==> config.mk <==
export PLATFORM = sky130hd
export DESIGN_NAME = tachometer_period_filter_unit
export DESIGN_NICKNAME = d
export VERILOG_FILES = /design/src/rtl/tpf_pkg.sv /design/src/rtl/tpf_ctrl.sv /design/src/rtl/tpf_dp.sv /design/src/rtl/tachometer_period_filter_unit.sv
export SDC_FILE = /design/constraint.sdc
export NUM_CORES = 2
export LEC_CHECK = 0
export BUFFER_PORTS_ARGS = -buffer_cell sky130_fd_sc_hd__buf_2
export CORE_UTILIZATION = 55
export DETAILED_ROUTE_END_ITERATION = 12
export GPL_TIMING_DRIVEN = 0
export HOLD_SLACK_MARGIN = 0.02
export PLACE_DENSITY = 0.7
export SLEW_MARGIN = 10
export SYNTH_ARGS = -nofsm -noshare
export SYNTH_HDL_FRONTEND = slang
export SYNTH_SLANG_ARGS = --single-unit
==> constraint.sdc <==
create_clock -name clk -period 7.1 [get_ports clk]
set_input_delay 1.065 -clock clk [delete_from_list [all_inputs] [get_ports clk]]
set_output_delay 1.065 -clock clk [all_outputs]
set_load 0.02 [all_outputs]
==> src/rtl/tpf_pkg.sv <==
package tpf_pkg;

  localparam int FRAC_BITS   = 16;
  localparam int PERIOD_BITS = 25;
  localparam int SPEED_W     = 14;
  localparam int COEF_W      = 16;
  localparam int FILT_W      = SPEED_W + FRAC_BITS;
  localparam int DIFF_W      = FILT_W + 1;
  localparam int PROD_W      = DIFF_W + COEF_W + 1;
  localparam int CNT_W       = $clog2(PERIOD_BITS);
  localparam int CFG_IDX_W   = 3;

  localparam logic [SPEED_W-1:0] SPEED_MAX = {SPEED_W{1'b1}};

  // register indexes
  localparam logic [CFG_IDX_W-1:0] REG_RATE_NUM  = 3'd0;
  localparam logic [CFG_IDX_W-1:0] REG_STALL_PER = 3'd1;
  localparam logic [CFG_IDX_W-1:0] REG_MIN_PER   = 3'd2;
  localparam logic [CFG_IDX_W-1:0] REG_CEIL_SPD  = 3'd3;
  localparam logic [CFG_IDX_W-1:0] REG_FILT_COEF = 3'd4;

  localparam logic [PERIOD_BITS-1:0] RATE_NUM_RST  = PERIOD_BITS'(20000000);
  localparam logic [PERIOD_BITS-1:0] STALL_PER_RST = PERIOD_BITS'(20000000);
  localparam logic [PERIOD_BITS-1:0] MIN_PER_RST   = PERIOD_BITS'(2000);
  localparam logic [SPEED_W-1:0]     CEIL_SPD_RST  = SPEED_W'(10000);
  localparam logic [COEF_W-1:0]      FILT_COEF_RST = COEF_W'(10394);

  typedef struct packed {
    logic load;      // capture period, classify, start divide
    logic div_step;  // one restoring divide step
    logic raw_en;    // register raw speed and filter difference
    logic mul_en;    // register coefficient product
    logic commit;    // update filter, load output registers
  } tpf_cmd_t;

endpackage

==> src/rtl/tpf_ctrl.sv <==
module tpf_ctrl
  import tpf_pkg::*;
(
  input  logic     clk,
  input  logic     rst_n,
  input  logic     in_valid,
  output logic     in_ready,
  output logic     out_valid,
  input  logic     out_ready,
  output tpf_cmd_t cmd
);

  localparam logic [2:0] S_IDLE = 3'd0;
  localparam logic [2:0] S_DIV  = 3'd1;
  localparam logic [2:0] S_RAW  = 3'd2;
  localparam logic [2:0] S_MUL  = 3'd3;
  localparam logic [2:0] S_DONE = 3'd4;

  logic [2:0]       state_r, state_nxt;
  logic [CNT_W-1:0] cnt_r, cnt_nxt;
  logic             out_valid_r, out_valid_nxt;
  logic             slot_free;

  assign slot_free = !out_valid_r || out_ready;
  assign in_ready  = (state_r == S_IDLE);
  assign out_valid = out_valid_r;

  always_comb begin
    state_nxt     = state_r;
    cnt_nxt       = cnt_r;
    out_valid_nxt = out_valid_r && !out_ready;
    cmd           = '0;
    unique case (state_r)
      S_IDLE: begin
        if (in_valid) begin
          cmd.load  = 1'b1;
          cnt_nxt   = '0;
          state_nxt = S_DIV;
        end
      end
      S_DIV: begin
        cmd.div_step = 1'b1;
        cnt_nxt      = cnt_r + 1'b1;
        if (cnt_r == CNT_W'(PERIOD_BITS - 1)) state_nxt = S_RAW;
      end
      S_RAW: begin
        cmd.raw_en = 1'b1;
        state_nxt  = S_MUL;
      end
      S_MUL: begin
        cmd.mul_en = 1'b1;
        state_nxt  = S_DONE;
      end
      S_DONE: begin
        if (slot_free) begin
          cmd.commit    = 1'b1;
          out_valid_nxt = 1'b1;
          state_nxt     = S_IDLE;
        end
      end
      default: state_nxt = S_IDLE;
    endcase
  end

  always_ff @(posedge clk) begin
    if (!rst_n) begin
      state_r     <= S_IDLE;
      cnt_r       <= '0;
      out_valid_r <= 1'b0;
    end else begin
      state_r     <= state_nxt;
      cnt_r       <= cnt_nxt;
      out_valid_r <= out_valid_nxt;
    end
  end

endmodule

==> src/rtl/tpf_dp.sv <==
module tpf_dp
  import tpf_pkg::*;
(
  input  logic                   clk,
  input  logic                   rst_n,
  input  tpf_cmd_t               cmd,
  input  logic                   cfg_we,
  input  logic [CFG_IDX_W-1:0]   cfg_index,
  input  logic [PERIOD_BITS-1:0] cfg_data,
  input  logic [PERIOD_BITS-1:0] in_period_us,
  output logic [SPEED_W-1:0]     out_speed_filtered,
  output logic [SPEED_W-1:0]     out_speed_raw,
  output logic                   out_stalled,
  output logic                   out_over_limit
);

  // configuration
  logic [PERIOD_BITS-1:0] rate_num_r, stall_per_r, min_per_r;
  logic [SPEED_W-1:0]     ceil_spd_r;
  logic [COEF_W-1:0]      coef_r;

  always_ff @(posedge clk) begin
    if (!rst_n) begin
      rate_num_r  <= RATE_NUM_RST;
      stall_per_r <= STALL_PER_RST;
      min_per_r   <= MIN_PER_RST;
      ceil_spd_r  <= CEIL_SPD_RST;
      coef_r      <= FILT_COEF_RST;
    end else if (cfg_we) begin
      unique case (cfg_index)
        REG_RATE_NUM:  rate_num_r  <= cfg_data;
        REG_STALL_PER: stall_per_r <= cfg_data;
        REG_MIN_PER:   min_per_r   <= cfg_data;
        REG_CEIL_SPD:  ceil_spd_r  <= cfg_data[SPEED_W-1:0];
        REG_FILT_COEF: coef_r      <= cfg_data[COEF_W-1:0];
        default: ;
      endcase
    end
  end

  // classification and restoring divider
  logic [PERIOD_BITS-1:0] divisor_r, quot_r, rem_r;
  logic                   stalled_r, over_r;
  logic [PERIOD_BITS:0]   rem_sh;
  logic [PERIOD_BITS+1:0] trial;
  logic                   stall_c, over_c;

  assign stall_c = (in_period_us > stall_per_r);
  assign over_c  = !stall_c && ((in_period_us < min_per_r) || (in_period_us == '0));
  assign rem_sh  = {rem_r, quot_r[PERIOD_BITS-1]};
  assign trial   = {1'b0, rem_sh} - {2'b00, divisor_r};

  always_ff @(posedge clk) begin
    if (cmd.load) begin
      divisor_r <= in_period_us;
      quot_r    <= rate_num_r;
      rem_r     <= '0;
      stalled_r <= stall_c;
      over_r    <= over_c;
    end else if (cmd.div_step) begin
      if (!trial[PERIOD_BITS+1]) begin
        rem_r  <= trial[PERIOD_BITS-1:0];
        quot_r <= {quot_r[PERIOD_BITS-2:0], 1'b1};
      end else begin
        rem_r  <= rem_sh[PERIOD_BITS-1:0];
        quot_r <= {quot_r[PERIOD_BITS-2:0], 1'b0};
      end
    end
  end

  // raw speed and low-pass filter
  logic [SPEED_W-1:0]       raw_c, raw_r;
  logic signed [DIFF_W-1:0] diff_r;
  logic signed [PROD_W-1:0] prod_r, step_c;
  logic [FILT_W-1:0]        filt_r;
  logic [PROD_W-1:0]        sum_c;

  always_comb begin
    priority if (stalled_r) raw_c = '0;
    else if (over_r)        raw_c = ceil_spd_r;
    else if (quot_r[PERIOD_BITS-1:SPEED_W] != '0) raw_c = SPEED_MAX;
    else                    raw_c = quot_r[SPEED_W-1:0];
  end

  assign step_c = prod_r >>> COEF_W;
  assign sum_c  = PROD_W'(filt_r) + PROD_W'(step_c);

  always_ff @(posedge clk) begin
    if (cmd.raw_en) begin
      raw_r  <= raw_c;
      diff_r <= $signed({1'b0, raw_c, {FRAC_BITS{1'b0}}}) - $signed({1'b0, filt_r});
    end
    if (cmd.mul_en) begin
      prod_r <= PROD_W'(diff_r * $signed({1'b0, coef_r}));
    end
  end

  always_ff @(posedge clk) begin
    if (!rst_n) begin
      filt_r <= '0;
    end else if (cmd.commit) begin
      filt_r <= sum_c[FILT_W-1:0];
    end
  end

  // output register
  always_ff @(posedge clk) begin
    if (cmd.commit) begin
      out_speed_filtered <= sum_c[FILT_W-1:FRAC_BITS];
      out_speed_raw      <= raw_r;
      out_stalled        <= stalled_r;
      out_over_limit     <= over_r;
    end
  end

endmodule

==> src/rtl/tachometer_period_filter_unit.sv <==
// channel | direction | handshake             | payload
// in      | input     | in_valid / in_ready   | in_period_us[24:0]
// out     | output    | out_valid / out_ready | out_speed_filtered, out_speed_raw,
//         |           |                       | out_stalled, out_over_limit
// cfg     | input     | cfg_valid / cfg_ready | cfg_index[2:0], cfg_data[24:0]
//
// One item at a time: the period is captured at the accepting edge, then 25 restoring
// divide steps (one quotient bit each), raw speed, multiply and filter update follow in
// turn; out_valid rises with the filter update and in_ready returns with it.
// A waiting result does not block the next item; that item's filter update holds until
// the old result is taken. Reset (rst_n low, synchronous) restores register defaults
// and zeroes the filter. cfg_ready is always high; writes to unknown indexes are dropped.
module tachometer_period_filter_unit
  import tpf_pkg::*;
(
  input  logic                   clk,
  input  logic                   rst_n,
  input  logic                   in_valid,
  output logic                   in_ready,
  input  logic [PERIOD_BITS-1:0] in_period_us,
  output logic                   out_valid,
  input  logic                   out_ready,
  output logic [SPEED_W-1:0]     out_speed_filtered,
  output logic [SPEED_W-1:0]     out_speed_raw,
  output logic                   out_stalled,
  output logic                   out_over_limit,
  input  logic                   cfg_valid,
  output logic                   cfg_ready,
  input  logic [CFG_IDX_W-1:0]   cfg_index,
  input  logic [PERIOD_BITS-1:0] cfg_data
);

  tpf_cmd_t cmd;

  assign cfg_ready = 1'b1;

  // sequencer: divide count, stage order, output valid
  tpf_ctrl u_ctrl (
    .clk       (clk),
    .rst_n     (rst_n),
    .in_valid  (in_valid),
    .in_ready  (in_ready),
    .out_valid (out_valid),
    .out_ready (out_ready),
    .cmd       (cmd)
  );

  // registers, divider, filter and output register
  tpf_dp u_dp (
    .clk                (clk),
    .rst_n              (rst_n),
    .cmd                (cmd),
    .cfg_we             (cfg_valid),
    .cfg_index          (cfg_index),
    .cfg_data           (cfg_data),
    .in_period_us       (in_period_us),
    .out_speed_filtered (out_speed_filtered),
    .out_speed_raw      (out_speed_raw),
    .out_stalled        (out_stalled),
    .out_over_limit     (out_over_limit)
  );

endmodule

* Word-level counts from Yosys, hierarchy flattened *
Cells that the tools add are included.
Widths: inputs -> output; s select.

word-level totals
  flip-flop bits (word level) = 342
  input bits = 58
  logic and storage cells = 82

operators by class
  $add $sub $neg = 4
  multiply operators = 1
  magnitude comparators = 2
  equality and inequality tests = 12
  multiplexer cells = 22
  reductions and logical operators = 20

operator list
  operator             number
  $mux 25              3
  $mul 31x17->46       1
  $mux 14              3
  $sub 30x30->31       1
  $add 30x30->30       1
  $sub 26x25->27       1
  $gt 25x25->1         1
  $logic_not 25->1     1
  $lt 25x25->1         1
  $pmux 3 s5           1
  $eq 3x2->1 const B   4
  $reduce_and 2->1     6
  $reduce_bool 11->1   1
  $mux 1               10
  $pmux 5 s2           1
  $mux 3               3
  $eq 3x1->1 const B   2
  $eq 3x3->1 const B   2
  $logic_not 3->1      2
  $add 5x1->5 const B  1
  $eq 5x5->1 const B   1
  $mux 5               1
  $ne 2x1->1 const B   2
  $reduce_bool 2->1    2
  5 further kinds      9

* Longest topological paths before layout *
  word-level depth = 5
  depth in mapped cells = 23
  depth with buffers taken out = 22

* Cells and area by module *
From an unflattened synthesis, not the netlist that was laid out.

unflattened totals
  cells, all modules = 3594
  area, all modules = 33365.8 um^2

modules (own cells, without submodules)
  module                         instances  cells an instance  area each (um^2)
  tpf_dp                         1          3533               32860.3
  tpf_ctrl                       1          59                 494.2
  tachometer_period_filter_unit  1          2                  11.3

* Worst setup path before layout *
OpenSTA, ideal clock, no wires.

  path kind = register to register
  from = register u_dp.diff_r[20]
  to = register u_dp.prod_r[35] (data pin)
  setup time = 258 ps
  data arrival time = 6004 ps
  required time = 6842 ps
  setup slack = 838 ps
  cell stages (with the launch flop) = 22
  path buffers = 1
  clock period less this slack = 6262 ps
  cells stage by stage = edfxtp_1 > clkbuf_1 > nand2_1 > fa_1 > fa_1 > fa_1 > inv_1 > fa_1 > fa_1 > inv_1 > fa_1 > inv_1 > ha_1 > a21o_1 > a21oi_1 > inv_1 > a2111oi_1 > a211oi_1 > or3_1 > a21o_1 > a21oi_1 > xnor2_1

on the way
  longest elaborated chain between the ends = 1

ends and longest elaborated chain
  what                    RTL line      RTL
  start, declared         tpf_dp.sv:73  logic signed [DIFF_W-1:0] diff_r;
  start signal, assigned  tpf_dp.sv:91  diff_r <= $signed({1'b0, raw_c, {FRAC_BITS{1'b0}}}) - $signed({1'b0, filt_r});
  $mul 31x17->46          tpf_dp.sv:94  prod_r <= PROD_W'(diff_r * $signed({1'b0, coef_r}));
  end signal, assigned    tpf_dp.sv:94
  end, declared           tpf_dp.sv:74  logic signed [PROD_W-1:0] prod_r, step_c;

No other way between the ends.
A chain may end at the register's enable or synchronous reset.

* Worst setup path in the final report *
  from = register u_dp.diff_r[15]
  to = register u_dp.prod_r[39] (data pin)

Same word-level chain as after synthesis.

==> impl_metrics.csv <==
group,metric,value,unit
worst_setup_path,regToRegSetupSlack,180,ps
logic_synthesis,yosysUniqueCellTypes,81,
placement,io_buffers,88,
grt,grt_antenna_before_repair,2,
logic_synthesis,synth_area_leaders,"fa_1 (28%), edfxtp_1 (14%), dfxtp_1 (10%)",
logic_synthesis,synth_edf_count,157,
finish,utilization,61.6,%
clock_network,cts_tree,"built",
placement,gp_congestion,0.944,
floorplanning,io_pins,91,
timing,slew_headroom,19.9,%
clock_network,ctsHoldBuffers,0,
timing,rsz0062_at_grt,"true",
logic_synthesis,avgSynthCellArea,9.18,µm²
timing,max_freq,145,MHz
floorplanning,die_width,246,µm
clock_network,clkTransAtPathRegs,60,ps
drt,wl,89200,µm
power,power_density,213,nW/µm²
grt,overflow,0,
clock_network,clockBufferDepth,3,
timing,slew_violations,0,
worst_setup_path,crit_arrival,7280,ps
timing,setup_viol,0,
clock_network,cts_num_sinks,326,
status,status,"complete, no violations",
timing,timing.final.crit_share,97.4,%
timing,tightest_slew,1200,ps
drt,antenna_left,0,
logic_synthesis,synth_common_cells,"nand2_1 (646), inv_1 (641), fa_1 (463)",
logic_synthesis,ys_ff_latch,326,
power,total_power,7.61,mW
timing,fin_skew,59.3,ps
logic_synthesis,synth_flop_cell,"dfxtp_1",
floorplanning,die_area,60300,µm²
worst_setup_path,cp-start-kind,"flop",
timing,tns,0,ps
drt,num_vias,24800,
finish,area_growth,9.69,%
clock_network,cts_buffers,37,
logic_synthesis,netlist_instances,3557,
clock_network,htreeDepth,2,
run,maxCapViolCount,0,
logic_synthesis,syn_nets,4306,
worst_setup_path,crit_path_end_kind,"flop",
timing,final_hold_viol_count,0,
grt,grt_max_degree,37,
power,power_leakage,17.0,nW
logic_synthesis,synthArstFlopShare,0,%
logic_synthesis,yosys_warnings,0,
drt,dr.pass1.iters,5,
logic_synthesis,yosys.area.top_type,"fa_1",
placement,dp_hpwl,71300,µm
floorplanning,start_util,56.2,%
worst_setup_path,critPathKind,"reg -> reg",
floorplanning,coreArea,58100,µm²
grt,grt_pass1_wl,141000,µm
drt,initialDrtViolationCount,2170,
finish,nNetsFinal,4452,
drt,via_per_inst,5.52,
clock_network,clk_latency,600,ps
logic_synthesis,netlist_area,32700,µm²
logic_synthesis,yosys.area.top_type_share,28.4,%
grt,grt_pass1_vias,25100,
power,ir_worst_vdd,0.000437,V
finish,layout-drive-gt1-share,7.02,%
floorplanning,fp-row-count,88,
timing,fin_crit,6920,ps
grt,track_usage,30.7,%
logic_synthesis,synth_seq_area_share,24.8,%
drt,drc,0,
worst_setup_path,crit_fanout,10,
clock_network,cts-root-buf,"clkbuf_16",
worst_setup_path,cp.required,7470,ps
logic_synthesis,synth.most_common_cell,"nand2_1",
drt,detail_route.wl_per_cell,19.8,µm
min_path,worstHoldPathType,"reg -> reg",
floorplanning,die_h,246,µm
-- final cells by class --
class	count	area [µm²]
antenna	3	7.51
buffer	141	663
clock buffer	52	1130
clock inverter	16	238
fill	5039	22300
inverter	642	2410
multi-input combinational	2448	21700
sequential	326	8110
tap	765	957
timing repair buffer	107	612
-- critical path: stages (launching register included) --
cell and delay, ps:
edfxtp_1 510, clkbuf_4 320, nand2_1 100, fa_1 530, fa_1 540, fa_1 530
inv_1 60, fa_1 450, fa_1 510, inv_1 50, fa_1 480, inv_1 50
ha_1 360, nand4_1 170, or3_1 390, o211ai_1 170, a31oi_4 150, a211oi_4 490
o21ai_4 160, a21oi_2 220, nor2_1 110, o311ai_1 360
-- routing by layer --
metal | routed length (µm) | track usage, %
met1 | 38400 | 42.7
met4 | 3910 | 11.9
met5 | 0 | 0
met3 | 6970 | 5.42
met2 | 39900 | 47.7
-- what timing repair did --
action | in CTS | in global routing
gates resized for setup | 54 | 76
pin swaps | 0 | 1
hold endpoints to repair | 0 | 0
endpoints found under the setup margin | 19 | 10
buffers inserted | 1 | 12
-- cells by family after synthesis --
group           count (synthesis)  synth area share [%]
compound gates                448                  8.72
xor+xnor                      105                  2.86
fa+ha+maj                     691                  37.1
buf+inv                       783                  9.03
flops                         326                  24.8
mux                            18                 0.556
other cells                     1                0.0115
simple gates                 1185                  16.9
-- state kept, by name, summed over array words and instances (netlist names), 3 cells and up --
| name | cells |
|---|---|
| u_dp.out_speed_raw | 14 |
| u_dp.min_per_r | 25 |
| u_dp.ceil_spd_r | 14 |
| u_dp.filt_r | 30 |
| u_dp.rem_r | 25 |
| u_dp.raw_r | 14 |
| u_ctrl.cnt_r | 5 |
| u_dp.divisor_r | 25 |
| u_dp.quot_r | 25 |
| u_dp.rate_num_r | 25 |
| u_dp.diff_r | 31 |
| u_dp.stall_per_r | 25 |
| u_dp.out_speed_filtered | 14 |
| u_ctrl.state_r | 3 |
| u_dp.coef_r | 16 |
| u_dp.prod_r | 30 |
-- worst paths after layout --
kind,endpoint,startpoint,cells past startpoint
hold reg to reg,u_dp.out_speed_raw[1]$_DFFE_PP_,u_dp.raw_r[1]$_DFFE_PN_,0
setup / recovery,u_dp.prod_r[39]$_DFFE_PP_,u_dp.diff_r[15]$_DFFE_PN_,21
hold / removal,u_dp.out_speed_raw[1]$_DFFE_PP_,u_dp.raw_r[1]$_DFFE_PN_,0
setup reg to reg,u_dp.prod_r[39]$_DFFE_PP_,u_dp.diff_r[15]$_DFFE_PN_,21
-- placed cells by master, fill, tap and decap left out, types with 8 or more instances in the layout --
master / n
nand2_1: 646
inv_1: 641
fa_1: 462
ha_1: 228
and2_1: 219
a21oi_1: 178
dfxtp_1: 163
edfxtp_1: 157
buf_2: 95
nor2_1: 93
clkbuf_1: 87
xnor2_1: 70
o21ai_0: 59
a21o_1: 50
nand3_1: 47
nor3_1: 41
clkbuf_16: 41
xor2_1: 34
nor2b_1: 32
o21a_1: 28
clkbuf_2: 22
o211ai_1: 22
nand4_1: 21
clkbuf_4: 21
buf_4: 21
and3_1: 18
a211oi_1: 17
mux2i_1: 17
nand2b_1: 15
nor4_1: 14
a31oi_1: 10
or3_1: 9
o21bai_1: 8
-- power breakdown --
group	total [mW]	internal [mW]	leakage [nW]	switching [mW]
registers	2.22	2.18	2.82	0.0351
clock network	2.13	1.27	0.668	0.856
logic	3.27	1.31	13.5	1.96
-- through the flow --
stage	hold WS (ps)	instances	setup WS, ps	cell area [µm²]
after floorplan	400	3557	838	32700
after global placement	401	4410	-1080	34100
after detailed placement	406	4416	-1100	34100
after CTS	421	4485	31.5	35600
after global routing	436	4498	-44.7	35800
final	420	4500	185	35800
Power figures use the tool's default switching activity.
